## src/design/ufrt_pkg.sv

```systemverilog
// ----------------------------------------------------------------------------
// ufrt_pkg: shared types and constants of the frame reassembly tracker
// Field widths, default parameter values and the types that pass between
// the front, the queue and the back.
// ----------------------------------------------------------------------------
`default_nettype none

package ufrt_pkg;

  localparam int FRAME_ID_W     = 8;
  localparam int PKT_INDEX_W    = 8;
  localparam int OFFSET_W       = 19;
  localparam int COUNT_W        = 9;
  localparam int STAT_W         = 2;
  localparam int PROD_W         = 32;

  localparam int PAYLOAD_BYTES_DEF = 1444;
  localparam int STALE_WINDOW_DEF  = 3;

  // slot count saturates here
  localparam logic [COUNT_W-1:0] COUNT_MAX = '1;

  // frame id step that retires the older slot
  localparam logic [FRAME_ID_W-1:0] RETIRE_STEP = 8'd2;

  // statistics codes
  localparam logic [STAT_W-1:0] STAT_NONE = 2'd0;
  localparam logic [STAT_W-1:0] STAT_ONE  = 2'd1;
  localparam logic [STAT_W-1:0] STAT_TWO  = 2'd2;

  // decoded packet header held in the queue
  typedef struct packed {
    logic [FRAME_ID_W-1:0]  frame_id;
    logic                   screen_sel;
    logic                   last_packet;
    logic [PKT_INDEX_W-1:0] packet_index;
    logic [OFFSET_W-1:0]    write_offset;
  } q_entry_t;

  // queue status seen by its neighbors
  typedef struct packed {
    logic full;
    logic nonempty;
  } q_status_t;

endpackage

`default_nettype wire

```

## src/design/udp_frame_reassembly_tracker_unit.sv

```systemverilog
// ----------------------------------------------------------------------------
// udp_frame_reassembly_tracker_unit: two-screen frame reassembly tracker
// Takes one packet header per transfer and returns one placement and
// frame-completion result per header.
// ----------------------------------------------------------------------------
// Path from header transfer to result valid: intake register at the transfer
// edge, queue entry, then state update into the result register.
// Throughput: one header per cycle while out_stall stays low; the per-screen
// state update is a single read-modify-write in the back stage.
// Reset: synchronous rst clears tracked ids, slot state and all valids.
`default_nettype none

module udp_frame_reassembly_tracker_unit #(
  parameter int PAYLOAD_BYTES = ufrt_pkg::PAYLOAD_BYTES_DEF,
  parameter int STALE_WINDOW  = ufrt_pkg::STALE_WINDOW_DEF
) (
  input  wire logic                              clk,
  input  wire logic                              rst,
  input  wire logic                              in_valid,
  output logic                                   in_stall,
  input  wire logic [ufrt_pkg::FRAME_ID_W-1:0]   frame_id,
  input  wire logic                              screen_sel,
  input  wire logic                              last_packet,
  input  wire logic [ufrt_pkg::PKT_INDEX_W-1:0]  packet_index,
  output logic                                   out_valid,
  input  wire logic                              out_stall,
  output logic                                   write_enable,
  output logic                                   write_slot,
  output logic [ufrt_pkg::OFFSET_W-1:0]          write_offset,
  output logic                                   frame_ready,
  output logic [ufrt_pkg::COUNT_W-1:0]           ready_packets,
  output logic [ufrt_pkg::STAT_W-1:0]            frames_retired,
  output logic [ufrt_pkg::STAT_W-1:0]            frames_dropped
);
  import ufrt_pkg::*;

  q_status_t q_status;
  q_entry_t  push_entry;
  q_entry_t  head;
  logic      push;
  logic      pop;

  // intake and offset computation
  ufrt_front #(
    .PAYLOAD_BYTES (PAYLOAD_BYTES)
  ) u_front (
    .clk          (clk),
    .rst          (rst),
    .in_valid     (in_valid),
    .in_stall     (in_stall),
    .frame_id     (frame_id),
    .screen_sel   (screen_sel),
    .last_packet  (last_packet),
    .packet_index (packet_index),
    .q_status     (q_status),
    .push         (push),
    .push_entry   (push_entry)
  );

  // decoupling queue
  ufrt_queue u_queue (
    .clk        (clk),
    .rst        (rst),
    .push       (push),
    .push_entry (push_entry),
    .pop        (pop),
    .head       (head),
    .status     (q_status)
  );

  // tracker state and results
  ufrt_back #(
    .STALE_WINDOW (STALE_WINDOW)
  ) u_back (
    .clk            (clk),
    .rst            (rst),
    .head           (head),
    .q_status       (q_status),
    .pop            (pop),
    .out_valid      (out_valid),
    .out_stall      (out_stall),
    .write_enable   (write_enable),
    .write_slot     (write_slot),
    .write_offset   (write_offset),
    .frame_ready    (frame_ready),
    .ready_packets  (ready_packets),
    .frames_retired (frames_retired),
    .frames_dropped (frames_dropped)
  );

endmodule

`default_nettype wire

```

## src/design/ufrt_front.sv

```systemverilog
// ----------------------------------------------------------------------------
// ufrt_front: header intake stage
// Registers the incoming header, computes the payload byte offset and
// pushes the decoded entry into the queue.
// ----------------------------------------------------------------------------
`default_nettype none

module ufrt_front #(
  parameter int PAYLOAD_BYTES = ufrt_pkg::PAYLOAD_BYTES_DEF
) (
  input  wire logic                                clk,
  input  wire logic                                rst,
  input  wire logic                                in_valid,
  output logic                                     in_stall,
  input  wire logic [ufrt_pkg::FRAME_ID_W-1:0]     frame_id,
  input  wire logic                                screen_sel,
  input  wire logic                                last_packet,
  input  wire logic [ufrt_pkg::PKT_INDEX_W-1:0]    packet_index,
  input  wire ufrt_pkg::q_status_t                 q_status,
  output logic                                     push,
  output ufrt_pkg::q_entry_t                       push_entry
);
  import ufrt_pkg::*;

  logic                 front_valid;
  logic                 front_valid_next;
  q_entry_t             entry;
  logic                 take;
  logic [PROD_W-1:0]    prod;

  // stall only while the held entry cannot move on
  assign in_stall = front_valid & q_status.full;
  assign take     = in_valid & ~in_stall;
  assign push     = front_valid & ~q_status.full;
  assign push_entry = entry;

  // byte offset of the payload, kept to the field width
  assign prod = PROD_W'(packet_index) * PROD_W'(PAYLOAD_BYTES);

  always_comb begin
    front_valid_next = front_valid;
    if (take) begin
      front_valid_next = 1'b1;
    end else if (push) begin
      front_valid_next = 1'b0;
    end
  end

  always_ff @(posedge clk) begin
    if (rst) begin
      front_valid <= 1'b0;
    end else begin
      front_valid <= front_valid_next;
    end
  end

  // header register
  always_ff @(posedge clk) begin
    if (take) begin
      entry.frame_id     <= frame_id;
      entry.screen_sel   <= screen_sel;
      entry.last_packet  <= last_packet;
      entry.packet_index <= packet_index;
      entry.write_offset <= prod[OFFSET_W-1:0];
    end
  end

endmodule

`default_nettype wire

```

## src/design/ufrt_queue.sv

```systemverilog
// ----------------------------------------------------------------------------
// ufrt_queue: two-entry queue between front and back
// Lets the intake and the tracker stall independently.
// ----------------------------------------------------------------------------
`default_nettype none

module ufrt_queue (
  input  wire logic                clk,
  input  wire logic                rst,
  input  wire logic                push,
  input  wire ufrt_pkg::q_entry_t  push_entry,
  input  wire logic                pop,
  output ufrt_pkg::q_entry_t       head,
  output ufrt_pkg::q_status_t      status
);
  import ufrt_pkg::*;

  localparam int DEPTH = 2;

  q_entry_t     entries [DEPTH];
  logic         wr_ptr;
  logic         rd_ptr;
  logic [1:0]   count;
  logic [1:0]   count_next;

  assign head            = entries[rd_ptr];
  assign status.full     = (count == 2'(DEPTH));
  assign status.nonempty = (count != 2'd0);

  // occupancy
  always_comb begin
    count_next = count;
    if (push && !pop) begin
      count_next = count + 2'd1;
    end else if (pop && !push) begin
      count_next = count - 2'd1;
    end
  end

  always_ff @(posedge clk) begin
    if (rst) begin
      wr_ptr <= 1'b0;
      rd_ptr <= 1'b0;
      count  <= 2'd0;
    end else begin
      if (push) begin
        wr_ptr <= ~wr_ptr;
      end
      if (pop) begin
        rd_ptr <= ~rd_ptr;
      end
      count <= count_next;
    end
  end

  // entry storage
  always_ff @(posedge clk) begin
    if (push) begin
      entries[wr_ptr] <= push_entry;
    end
  end

  a_no_overflow: assert property (@(posedge clk) disable iff (rst)
    status.full |-> !(push && !pop))
    else $error("queue push while full");

  a_no_underflow: assert property (@(posedge clk) disable iff (rst)
    pop |-> status.nonempty)
    else $error("queue pop while empty");

endmodule

`default_nettype wire

```

## src/design/ufrt_back.sv

```systemverilog
// ----------------------------------------------------------------------------
// ufrt_back: per-screen reassembly state and result register
// Sequences the frame id of each header against the tracked id, updates
// the two slots of that screen and registers one result per header.
// ----------------------------------------------------------------------------
`default_nettype none

module ufrt_back #(
  parameter int STALE_WINDOW = ufrt_pkg::STALE_WINDOW_DEF
) (
  input  wire logic                              clk,
  input  wire logic                              rst,
  input  wire ufrt_pkg::q_entry_t                head,
  input  wire ufrt_pkg::q_status_t               q_status,
  output logic                                   pop,
  output logic                                   out_valid,
  input  wire logic                              out_stall,
  output logic                                   write_enable,
  output logic                                   write_slot,
  output logic [ufrt_pkg::OFFSET_W-1:0]          write_offset,
  output logic                                   frame_ready,
  output logic [ufrt_pkg::COUNT_W-1:0]           ready_packets,
  output logic [ufrt_pkg::STAT_W-1:0]            frames_retired,
  output logic [ufrt_pkg::STAT_W-1:0]            frames_dropped
);
  import ufrt_pkg::*;

  localparam logic [FRAME_ID_W-1:0] STALE_LIMIT = FRAME_ID_W'(STALE_WINDOW);

  // tracker state, slot index is {screen, slot}
  logic [FRAME_ID_W-1:0] tracked_id [2];
  logic                  newest_slot [2];
  logic [COUNT_W-1:0]    slot_count [4];
  logic [COUNT_W-1:0]    slot_target [4];
  logic                  slot_known [4];
  logic                  slot_done [4];

  logic                  scr;
  logic [FRAME_ID_W-1:0] tid;
  logic                  ns;
  logic [FRAME_ID_W-1:0] diff;
  logic [FRAME_ID_W-1:0] lag;
  logic [FRAME_ID_W-1:0] tid_next;
  logic                  ns_next;
  logic [1:0]            clr;
  logic                  ignore;
  logic                  slot;
  logic                  ready;
  logic [STAT_W-1:0]     retired;
  logic [STAT_W-1:0]     dropped;
  logic [COUNT_W-1:0]    cnt_next [2];
  logic [COUNT_W-1:0]    tgt_next [2];
  logic                  known_next [2];
  logic                  done_next [2];
  logic [COUNT_W-1:0]    new_target;
  logic                  out_valid_next;

  // take a header when the result register is free or draining
  assign pop = q_status.nonempty & (~out_valid | ~out_stall);

  // sequence the frame id against the tracked id
  always_comb begin
    scr      = head.screen_sel;
    tid      = tracked_id[scr];
    ns       = newest_slot[scr];
    diff     = head.frame_id - tid;
    lag      = tid - head.frame_id;
    tid_next = tid;
    ns_next  = ns;
    clr      = 2'b00;
    ignore   = 1'b0;
    retired  = STAT_NONE;
    dropped  = STAT_NONE;
    if (diff == RETIRE_STEP) begin
      // retire the older slot and flip
      retired       = STAT_ONE;
      dropped       = slot_done[{scr, ~ns}] ? STAT_NONE : STAT_ONE;
      ns_next       = ~ns;
      clr[~ns]      = 1'b1;
      tid_next      = tid + FRAME_ID_W'(1);
    end else if (diff > RETIRE_STEP) begin
      if (lag <= STALE_LIMIT) begin
        ignore = 1'b1;
      end else begin
        // resync on a jump: drop both slots
        retired  = STAT_TWO;
        dropped  = STAT_TWO;
        ns_next  = 1'b0;
        clr      = 2'b11;
        tid_next = head.frame_id;
      end
    end
    slot = (head.frame_id == tid_next) ? ~ns_next : ns_next;
  end

  // slot update for the selected screen
  always_comb begin
    new_target = COUNT_W'(head.packet_index) + COUNT_W'(1);
    for (int j = 0; j < 2; j++) begin
      cnt_next[j]   = clr[j] ? '0 : slot_count[{scr, j[0]}];
      tgt_next[j]   = clr[j] ? '0 : slot_target[{scr, j[0]}];
      known_next[j] = clr[j] ? 1'b0 : slot_known[{scr, j[0]}];
      done_next[j]  = clr[j] ? 1'b0 : slot_done[{scr, j[0]}];
      if (slot == j[0]) begin
        if (head.last_packet) begin
          tgt_next[j]   = new_target;
          known_next[j] = 1'b1;
        end
        if (cnt_next[j] < COUNT_MAX) begin
          cnt_next[j] = cnt_next[j] + COUNT_W'(1);
        end
      end
    end
    ready = known_next[slot] & (cnt_next[slot] >= tgt_next[slot]);
    if (ready) begin
      done_next[slot] = 1'b1;
    end
  end

  // state write-back
  always_ff @(posedge clk) begin
    if (rst) begin
      for (int s = 0; s < 2; s++) begin
        tracked_id[s]  <= '0;
        newest_slot[s] <= 1'b0;
      end
      for (int k = 0; k < 4; k++) begin
        slot_count[k]  <= '0;
        slot_target[k] <= '0;
        slot_known[k]  <= 1'b0;
        slot_done[k]   <= 1'b0;
      end
    end else if (pop && !ignore) begin
      tracked_id[scr]  <= tid_next;
      newest_slot[scr] <= ns_next;
      for (int j = 0; j < 2; j++) begin
        slot_count[{scr, j[0]}]  <= cnt_next[j];
        slot_target[{scr, j[0]}] <= tgt_next[j];
        slot_known[{scr, j[0]}]  <= known_next[j];
        slot_done[{scr, j[0]}]   <= done_next[j];
      end
    end
  end

  // result register valid
  always_comb begin
    out_valid_next = out_valid;
    if (pop) begin
      out_valid_next = 1'b1;
    end else if (!out_stall) begin
      out_valid_next = 1'b0;
    end
  end

  always_ff @(posedge clk) begin
    if (rst) begin
      out_valid <= 1'b0;
    end else begin
      out_valid <= out_valid_next;
    end
  end

  // result payload, all zero for an ignored header
  always_ff @(posedge clk) begin
    if (pop) begin
      write_enable   <= ~ignore;
      write_slot     <= ignore ? 1'b0 : slot;
      write_offset   <= ignore ? '0 : head.write_offset;
      frame_ready    <= ~ignore & ready;
      ready_packets  <= (~ignore & ready) ? tgt_next[slot] : '0;
      frames_retired <= ignore ? STAT_NONE : retired;
      frames_dropped <= ignore ? STAT_NONE : dropped;
    end
  end

  a_ignored_quiet: assert property (@(posedge clk) disable iff (rst)
    (out_valid && !write_enable) |-> (!frame_ready && frames_retired == STAT_NONE
                                      && frames_dropped == STAT_NONE))
    else $error("ignored header reports activity");

  a_dropped_le_retired: assert property (@(posedge clk) disable iff (rst)
    out_valid |-> (frames_dropped <= frames_retired))
    else $error("more frames dropped than retired");

  a_ready_has_target: assert property (@(posedge clk) disable iff (rst)
    (out_valid && frame_ready) |-> (ready_packets != '0))
    else $error("frame ready with empty target");

endmodule

`default_nettype wire

```

## config.mk

```make
export PLATFORM = sky130hd
export DESIGN_NAME = udp_frame_reassembly_tracker_unit
export DESIGN_NICKNAME = d
export VERILOG_FILES = /design/src/design/ufrt_pkg.sv /design/src/design/udp_frame_reassembly_tracker_unit.sv /design/src/design/ufrt_front.sv /design/src/design/ufrt_queue.sv /design/src/design/ufrt_back.sv
export SDC_FILE = /design/constraint.sdc
export NUM_CORES = 1
export LEC_CHECK = 0
export BUFFER_PORTS_ARGS = -buffer_cell sky130_fd_sc_hd__buf_2
export CAP_MARGIN = 20
export CORE_MARGIN = 2
export CORE_UTILIZATION = 55
export DETAILED_ROUTE_END_ITERATION = 8
export GPL_TIMING_DRIVEN = 0
export PLACE_DENSITY = 0.75
export RECOVER_POWER = 50
export SYNTH_ARGS = -nofsm -noshare
export SYNTH_HDL_FRONTEND = slang
export SYNTH_SLANG_ARGS = --single-unit
export TNS_END_PERCENT = 30
```

## constraint.sdc

```tcl
create_clock -name clk -period 6.8 [get_ports clk]
set_input_delay 1.36 -clock clk [delete_from_list [all_inputs] [get_ports clk]]
set_output_delay 1.36 -clock clk [all_outputs]
set_load 0.05 [all_outputs]
```

==> results of run 1 <==
## metal layers
layer / vias to the layer above / track usage [%]
met5: - / 0
met4: 0 / 7.21
met3: 57 / 4.57
met2: 345 / 42.9
met1: 4522 / 31.0
li1: 4332 / -
## power breakdown
part	switching, mW	internal (mW)
clock network	0.516	0.767
registers	0.102	1.94
logic	1.58	0.800
total	2.20	3.51
## cells by family (layout without fill, tap and decap cells)
kind of cell    Yosys count  in the layout  share of synthesized area [%]
compound gates          168            168                           8.95
xor+xnor                 63             63                           4.39
fa+ha+maj                83             83                           8.79
buf+inv                 120            248                           3.73
flops                   233            233                           52.9
mux                     101            101                           8.28
other cells               1              2                         0.0287
simple gates            359            359                           12.9
## area by class of cell
class	count	area (um^2)
clock inverters	13	145
repair buffers	90	513
clock buffers	29	628
plain buffers	45	256
inverters	71	269
multi-input cells	776	5970
flip-flops and latches	233	6930
fillers	1802	8290
well taps	319	399
## worst max-delay path by stage
stage / from / to / slack, ns / cells after the start
floorplan: flip-flop / u_back.ready_packets[0] / 0.05 / 28
global placement: flip-flop / u_back.ready_packets[1] / -1.50 / 28
detailed placement: flip-flop / u_back.ready_packets[0] / -1.00 / 29
CTS: flip-flop / u_back.ready_packets[0] / 0.004 / 31
global route: flip-flop / u_back.slot_done[3] / -0.13 / 30
finish: flip-flop / u_back.ready_packets[0] / 0.14 / 32
## stage by stage
step                      power, mW  setup TNS, ns  instance area, um^2
final                          5.71              0                15100
after global routing           6.00          -1.28                15100
after CTS                      5.64              0                15000
after detailed placement       4.25         -13.14                13900
after global placement         4.16         -52.26                13800
after floorplan                3.67              0                13100
## cell usage after synthesis (9+ instances only)
cell type	count
edfxtp_1	226
nor2_1	153
mux2i_1	85
ha_1	68
inv_1	68
nand2_1	64
a21oi_1	44
xnor2_1	38
clkbuf_1	32
nor3_1	27
o21ai_0	27
or3_1	23
xor2_1	22
nand3_1	20
nor2b_1	19
fa_1	15
nand2b_1	12
a21o_1	11
o31ai_1	9
## registers in the layout (all words and copies together) (netlist names), 2 cells and up, named ones only
register	cells
u_back.frames_dropped	2
u_back.newest_slot	2
u_back.ready_packets	9
u_back.slot_count	36
u_back.slot_done	4
u_back.slot_known	4
u_back.slot_target	36
u_back.tracked_id	16
u_back.write_offset	17
u_front.push_entry	32
u_queue.count	2
u_queue.entries	64
## critical path, delay by kind of cell, from the launching register on
family	cells	cell delay (ns)
AO/OA/AOI/OAI	13	2.17
adder cells (fa/ha/maj)	2	0.66
AND/OR/NAND/NOR	7	1.43
multiplexers	4	1.00
flip-flops	1	0.32
buffers and inverters	6	0.78
## what timing repair did
action / in CTS / in global routing
hold endpoints to repair: 0 / 0
pin swaps: 7 / 15
gates resized for setup: 40 / 48
cloned: 1 / 0
buffers inserted: 16 / 14
endpoints found under the setup margin: 14 / 14
==> impl_metrics.yaml, run 1 <==
clocking:
  cts-root-buf: "clkbuf_16"
  clk_pin_slew_ns: 0.06
  htree_levels: 1
  insertion_delay_ns: 0.51
  clock_sink_count: 233
  cts_tree: "done"
  cts_buffers: 23
  hold_buffers: 0
  clock_path_buffers: 3
min_path:
  hold_path.class: "flip-flop to flip-flop"
  whs_path_depth: 0
  min_from: "u_front.push_entry[24]"
  min_to: "u_queue.entries[1][22]"
job:
  drv_cap: 3
setup_path:
  rr_endpoint: "u_back.ready_packets[0]"
  cp.arrival_ns: 6.89
  worstSetupPathType: "flip-flop to flip-flop"
  cp_slowest_cell: "or3b_2"
  reg2regPathDepth: 32
  cp_max_fo: 10
  critPathCaptureType: "flip-flop"
  ff2ff_setup_slack_ns: 0.14
  timing.critical_path.mode_cell: "a21o_1"
  slowest_delay_ns: 0.50
  worst_ep_required_time_ns: 7.02
  critPathLaunchType: "flip-flop"
sta:
  clock_skew_ns: 0.00831
  hold_violations: 0
  setup_viol: 0
  hold-worst-slack_ns: 0.443
  fmax_mhz: 150
  max_slew.worst_pin.slew_ns: 2.87
  maxSlewHeadroom_pct: -91.8
  drv_slew: 99
  finalCritPeriodShare_pct: 98.0
  period_minus_slack_ns: 6.66
  fin_ws_ns: 0.136
placement:
  dp.cells: 1507
  place_ws_ns: -1.00
  dp_hpwl_um: 21200
  portBuffers: 56
  gp_congestion: 0.931
drt:
  drt-vias-per-instance: 5.87
  drt-initial-drc-count: 675
  wl_um: 30300
  wl_met2_um: 15100
  highest_layer: "met4"
  wire_per_inst_um: 19.2
  drc: 0
  route.met3.wl_um: 2250
  met1_length_um: 12200
  first_pass_iters: 5
  ant_nets: 0
  vias: 9256
yosys:
  async_flop_share_pct: 0
  yosysTopAreaCell: "edfxtp_1"
  yosys.area.top_type_share_pct: 51.8
  yosysSeqAreaShare_pct: 52.9
  synthCells: 1128
  syn_avg_cell_area_um2: 11.6
  synth_edf_count: 226
  syn_area_um2: 13100
  ys.flop_type: "edfxtp_1"
  synthTopCellsByArea: "edfxtp_1, ha_1, mux2i_1"
  yosysUniqueCellTypes: 80
  synth-seq-cells: 233
  yosysWarnings: 0
global_routing:
  grt_pass1_wl_um: 47300
  grt_usage_pct: 24.5
  antenna_found_initial: 1
  grt_max_degree: 33
  grt_pass1_vias: 9012
  grt_overflow: 0
pwr:
  powerDensity_nw_per_um2: 378
  peakVddDrop_uv: 210
  leakage_nw: 5.62
die:
  placement_rows: 56
  start_util_pct: 55.9
  die_x_um: 158
  die_h_um: 158
  io_pins: 59
  die_area_um2: 25000
  coreArea_um2: 23400
finish:
  finish.utilization_pct: 64.6
  syn_to_final_growth_pct: 15.5
  finalNonFillerCells: 1576
  diodes: 0
  mostFrequentLayoutCells: "edfxtp_1, nor2_1, mux2i_1"
  drive_gt1_share_pct: 13.8
  layout_commonest_cell: "edfxtp_1"
  final_nets: 1345
run_status:
  failed_checks: "max-capacitance violations, max-slew violations"
  status: "finished with violations"
No activity file was read; power rests on OpenSTA's default activity.
==> run 2: changes to the inputs <==
--- a/config.mk
+++ b/config.mk
@@ -12,4 +12,5 @@
 export DETAILED_ROUTE_END_ITERATION = 8
 export GPL_TIMING_DRIVEN = 0
+export HOLD_SLACK_MARGIN = 0.1
 export PLACE_DENSITY = 0.75
 export RECOVER_POWER = 50
==> constraint.sdc (replaced) <==
create_clock -name clk -period 6.8 [get_ports clk]
set_input_delay 1.02 -clock clk [delete_from_list [all_inputs] [get_ports clk]]
set_output_delay 1.02 -clock clk [all_outputs]
set_load 0.05 [all_outputs]
==> run 2 against run 1 <==
  * The flow still finishes with violations (max-capacitance violations, max-slew violations)
  * Combinational power about the same
  * Worst setup slack unchanged
  * Die area unchanged
  * Sequential share of layout area about the same
  * Clock skew unchanged
  * Global-route usage unchanged
  * Cell area about the same
  * Count of clock-buffer cells in the layout unchanged
==> impl_metrics.yaml, run 2 (synthesis results as in run 1) <==
run_status:
  status: "finished with violations"
  failed_checks: "max-capacitance violations, max-slew violations"
drt:
  ant_nets: 0
  drc: 0
  route.met3.wl_um: 2250
  wire_per_inst_um: 19.2
  highest_layer: "met4"
  wl_um: 30300
  wl_met2_um: 15100
  drt-initial-drc-count: 675
  first_pass_iters: 5
  vias: 9256
  met1_length_um: 12200
  drt-vias-per-instance: 5.87
clocking:
  clk_pin_slew_ns: 0.06
  clock_path_buffers: 3
  cts-root-buf: "clkbuf_16"
  insertion_delay_ns: 0.51
  cts_buffers: 23
  clock_sink_count: 233
  cts_tree: "done"
  htree_levels: 1
  hold_buffers: 0
setup_path:
  cp.depth: 32
  critPathLaunchType: "flip-flop"
  reg2regPathDepth: 32
  critPathCaptureType: "flip-flop"
  crit_family: "compound AO/OA/AOI/OAI gates"
  rr_endpoint: "u_back.ready_packets[0]"
  cp.arrival_ns: 6.89
  slowest_delay_ns: 0.50
  cp_max_fo: 10
  ff2ff_setup_slack_ns: 0.14
  crit_end: "u_back.ready_packets[0]"
  timing.critical_path.mode_cell: "a21o_1"
  worstSetupPathType: "flip-flop to flip-flop"
  cp_num_buf_inv: 6
  worst_ep_required_time_ns: 7.02
  cp_slowest_cell: "or3b_2"
sta:
  drv_slew: 99
  hold-worst-slack_ns: 0.443
  clock_skew_ns: 0.00831
  period_minus_slack_ns: 6.66
  fmax_mhz: 150
  hold_violations: 0
  maxSlewHeadroom_pct: -91.8
  finalCritPeriodShare_pct: 98.0
  setup_viol: 0
  max_slew.worst_pin.slew_ns: 2.87
global_routing:
  grt_max_degree: 33
  antenna_found_initial: 1
  grt_pass1_wl_um: 47300
  grt_usage_pct: 24.5
  grt_overflow: 0
  grt_pass1_vias: 9012
die:
  coreArea_um2: 23400
  placement_rows: 56
  die_area_um2: 25000
  die_h_um: 158
  start_util_pct: 55.9
  die_x_um: 158
  io_pins: 59
finish:
  drive_gt1_share_pct: 13.9
  reg_top3: "u_queue.entries: 64 flops, u_back.slot_count: 36 flops, u_back.slot_target: 36 flops"
  largest_reg_flops: 64
  finish.utilization_pct: 64.6
  mostFrequentLayoutCells: "edfxtp_1, nor2_1, mux2i_1"
  finalNonFillerCells: 1576
  diodes: 0
  layout_commonest_cell: "edfxtp_1"
  syn_to_final_growth_pct: 15.5
  final_nets: 1345
  largest-register: "u_queue.entries"
placement:
  gp_congestion: 0.931
  dp_hpwl_um: 21200
  portBuffers: 56
  dp.cells: 1507
job:
  drv_cap: 3
min_path:
  hold_path.class: "flip-flop to flip-flop"
pwr:
  leakage_nw: 5.62
  powerDensity_nw_per_um2: 378
  p_total_mw: 5.71
  peakVddDrop_uv: 210
==> run 2: cell types whose count changed in the layout (fill, tap and decap cells not counted) <==
cell,before,now
buf_2,21,22
clkbuf_1,67,66
==> run 2: how the worst min path moves through the flow <==
stage / cells past startpoint / start / endpoint
2_1_floorplan: 0 / u_front.push_entry[12] / u_queue.entries[0][10]
3_3_place_gp: 0 / u_front.push_entry[16] / u_queue.entries[1][14]
3_5_place_dp: 0 / u_front.push_entry[24] / u_queue.entries[1][22]
4_1_cts: 0 / u_front.push_entry[24] / u_queue.entries[1][22]
5_1_grt: 0 / u_front.push_entry[24] / u_queue.entries[1][22]
6_report: 0 / u_front.push_entry[24] / u_queue.entries[1][22]
==> run 2: power by group <==
part | internal, mW | switching, mW | total, mW
sequential | 1.94 | 0.102 | 2.04
clock | 0.767 | 0.516 | 1.28
combinational | 0.800 | 1.58 | 2.38
total | 3.51 | 2.20 | 5.71
==> run 2: area by class of cell <==
class                   count  area [um^2]
fillers                  1801         8290
well taps                 319          399
flip-flops and latches    233         6930
clock inverters            13          145
plain buffers              45          256
inverters                  71          269
multi-input cells         776         5970
clock buffers              29          628
repair buffers             90          514
==> run 2: through the flow <==
stage,setup TNS (ns),worst slack [ns],area (um^2)
detailed placement,-13.14,-1.00,13900
floorplan,0,0.0474,13100
global placement,-52.26,-1.50,13800
global route,-1.28,-0.134,15100
CTS,0,0.00389,15000
finish,0,0.136,15100
==> run 2: timing repair <==
item / in CTS / in global routing
pin swaps: 7 / 15
resized for setup: 40 / 48
setup endpoints to repair: 14 / 14
gates cloned: 1 / 0
setup buffers: 16 / 14
hold endpoints to repair: 0 / 0
==> run 2: routing by layer <==
metal | track usage (%) | vias up
li1 | - | 4332
met3 | 4.57 | 57
met1 | 31.0 | 4522
met4 | 7.21 | 0
met5 | 0 | -
met2 | 42.9 | 345
==> run 3: changes to the inputs <==
- HOLD_SLACK_MARGIN: 0.1 -> not set
- SYNTH_HIERARCHICAL: not set -> 1
==> run 3 against run 2 <==
  * The flow still finishes with violations (max-capacitance violations, max-slew violations)
  * Count of clock-buffer cells in the layout increased by 10
  * Clock skew increased by 0.0080 ns
  * Largest cell class unchanged
  * Clock power about the same
==> impl_metrics.yaml, run 3 <==
setup_path:
  worstSetupPathType: "flip-flop to flip-flop"
  cp.arrival_ns: 6.84
  cp_slowest_cell: "o41a_1"
  timing.critical_path.mode_cell: "buf_6"
  slowest_delay_ns: 0.44
  cp_max_fo: 10
  critPathCaptureType: "flip-flop"
  ff2ff_setup_slack_ns: 0.20
  critPathLaunchType: "flip-flop"
  worst_ep_required_time_ns: 7.04
sta:
  drv_slew: 138
  clock_skew_ns: 0.0163
  setup_viol: 0
  finalCritPeriodShare_pct: 97.0
  fmax_mhz: 152
  hold-worst-slack_ns: 0.443
  fin_setup_tns_ns: 0
  period_minus_slack_ns: 6.60
  maxSlewHeadroom_pct: -96.5
  hold_violations: 0
  max_slew.worst_pin.slew_ns: 2.94
finish:
  stdcell_area_um2: 15700
  drive_gt1_share_pct: 20.0
  largest_reg_flops: 74
  layout_commonest_cell: "edfxtp_1"
  syn_to_final_growth_pct: 15.0
  largest-register: "u_queue/entries"
  finalNonFillerCells: 1581
  diodes: 0
  reg_top3: "u_queue/entries: 74 flops, u_back/slot_count: 36 flops, u_back/slot_target: 36 flops"
  final_nets: 1347
  mostFrequentLayoutCells: "edfxtp_1, nor2_1, ha_1"
clocking:
  htree_levels: 1
  clk_pin_slew_ns: 0.06
  cts_buffers: 26
  insertion_delay_ns: 0.52
  cts_tree: "done"
  cts-root-buf: "clkbuf_16"
  clock_sink_count: 245
  clock_path_buffers: 3
  hold_buffers: 0
pwr:
  pwr-share-comb_pct: 44.0
  p_total_mw: 6.12
  seqPwrFrac_pct: 35.1
  p_sw_mw: 2.37
  peakVddDrop_uv: 263
  switching_share_pct: 38.6
  clkPwrFrac_pct: 20.8
  internal_power_mw: 3.76
  leakage_nw: 5.89
  powerDensity_nw_per_um2: 391
yosys:
  synthCells: 1120
  syn_avg_cell_area_um2: 12.2
  yosys.area.top_type_share_pct: 52.4
  async_flop_share_pct: 0
  ys.flop_type: "edfxtp_1"
  yosysTopAreaCell: "edfxtp_1"
  syn_area_um2: 13600
  yosysUniqueCellTypes: 82
  synth.top_cells.by_count: "edfxtp_1, nor2_1, ha_1, mux2i_1, a21oi_1"
  synth-seq-cells: 245
  synth_most_common_cell: "edfxtp_1"
  yosysWarnings: 6
  synth_edf_count: 238
  synthTopCellsByArea: "edfxtp_1, ha_1, nor2_1"
  yosysSeqAreaShare_pct: 53.5
drt:
  first_pass_iters: 5
  drt-initial-drc-count: 832
  vias: 9263
  drt-vias-per-instance: 5.86
  ant_nets: 0
  drc: 0
  wire_per_inst_um: 19.2
  wl_um: 30400
global_routing:
  grt_overflow: 0
  antenna_found_initial: 0
  grt_max_degree: 37
  grt_pass1_vias: 9175
  grt_usage_pct: 23.1
  grt_pass1_wl_um: 47900
die:
  start_util_pct: 56.0
  die_area_um2: 26100
  die_h_um: 161
  placement_rows: 57
  die_x_um: 161
  coreArea_um2: 24300
  io_pins: 59
placement:
  gp_congestion: 0.894
  dp_hpwl_um: 21200
  dp.cells: 1507
  placed_area_um2: 14400
  portBuffers: 58
job:
  drv_cap: 4
run_status:
  status: "finished with violations"
  failed_checks: "max-capacitance violations, max-slew violations"
min_path:
  hold_path.class: "flip-flop to flip-flop"
==> run 3: routing by layer <==
| layer | up-vias | routed length [um] | GRT usage, % |
|---|---|---|---|
| met5 | - | 0 | 0 |
| met4 | 0 | 774 | 7.71 |
| met3 | 63 | 2040 | 3.39 |
| met2 | 321 | 14700 | 38.9 |
| met1 | 4516 | 12900 | 31.1 |
| li1 | 4363 | - | - |
==> run 3: cells by family (layout without fill, tap and decap cells) <==
group | count (synthesis) | after routing | share of synthesized area (%)
flops | 245 | 245 | 53.5
compound gates | 174 | 174 | 8.46
xor+xnor | 65 | 65 | 4.49
simple gates | 347 | 347 | 12.9
fa+ha+maj | 87 | 87 | 8.81
other cells | 1 | 2 | 0.0275
mux | 101 | 101 | 8.11
buf+inv | 100 | 236 | 3.75
==> run 3: per-stage QoR <==
step           util, %  setup WS, ns
2_1_floorplan        -      0.000370
3_3_place_gp      58.9         -1.44
3_5_place_dp      59.3         -1.48
4_1_cts           63.6        0.0591
5_1_grt           64.4       -0.0285
6_report          64.4         0.203
==> run 3: power groups by stage <==
stage,clock network (mW),registers [mW],logic (mW)
after floorplan,0,2.47,1.52
after global placement,0,2.17,2.35
after detailed placement,0,2.17,2.42
after CTS,1.30,2.15,2.54
after global routing,1.36,2.18,2.89
final,1.28,2.15,2.70
==> run 3: layout make-up <==
cell class,count,area [um^2]
well taps,324,405
inverters,48,184
fillers,1815,8650
plain buffers,50,382
multi-input cells,776,6120
clock inverters,8,40.0
flip-flops and latches,245,7290
repair buffers,91,522
clock buffers,39,731
==> run 3: worst paths after layout <==
path                                             start                endpoint  depth (start not counted)
worst min register to register  u_front/push_entry[16]  u_queue/entries[1][16]                          0
worst max register to register               flip-flop     u_back/slot_done[0]                         32
worst min-delay path            u_front/push_entry[16]  u_queue/entries[1][16]                          0
worst max-delay path                         flip-flop     u_back/slot_done[0]                         32
==> run 3: timing repair <==
item	in CTS	in global routing
endpoints found under the setup margin	14	14
gates resized for setup	37	49
pin swaps	6	18
buffers inserted	12	17
==> run 3: worst max-delay path, delay by kind of cell (launching register included) <==
family / cells / cell delay, ns
flops: 1 / 0.33
compound gates: 11 / 2.27
mux: 3 / 0.74
buf+inv: 11 / 1.63
simple gates: 5 / 0.86
fa+ha+maj: 2 / 0.47
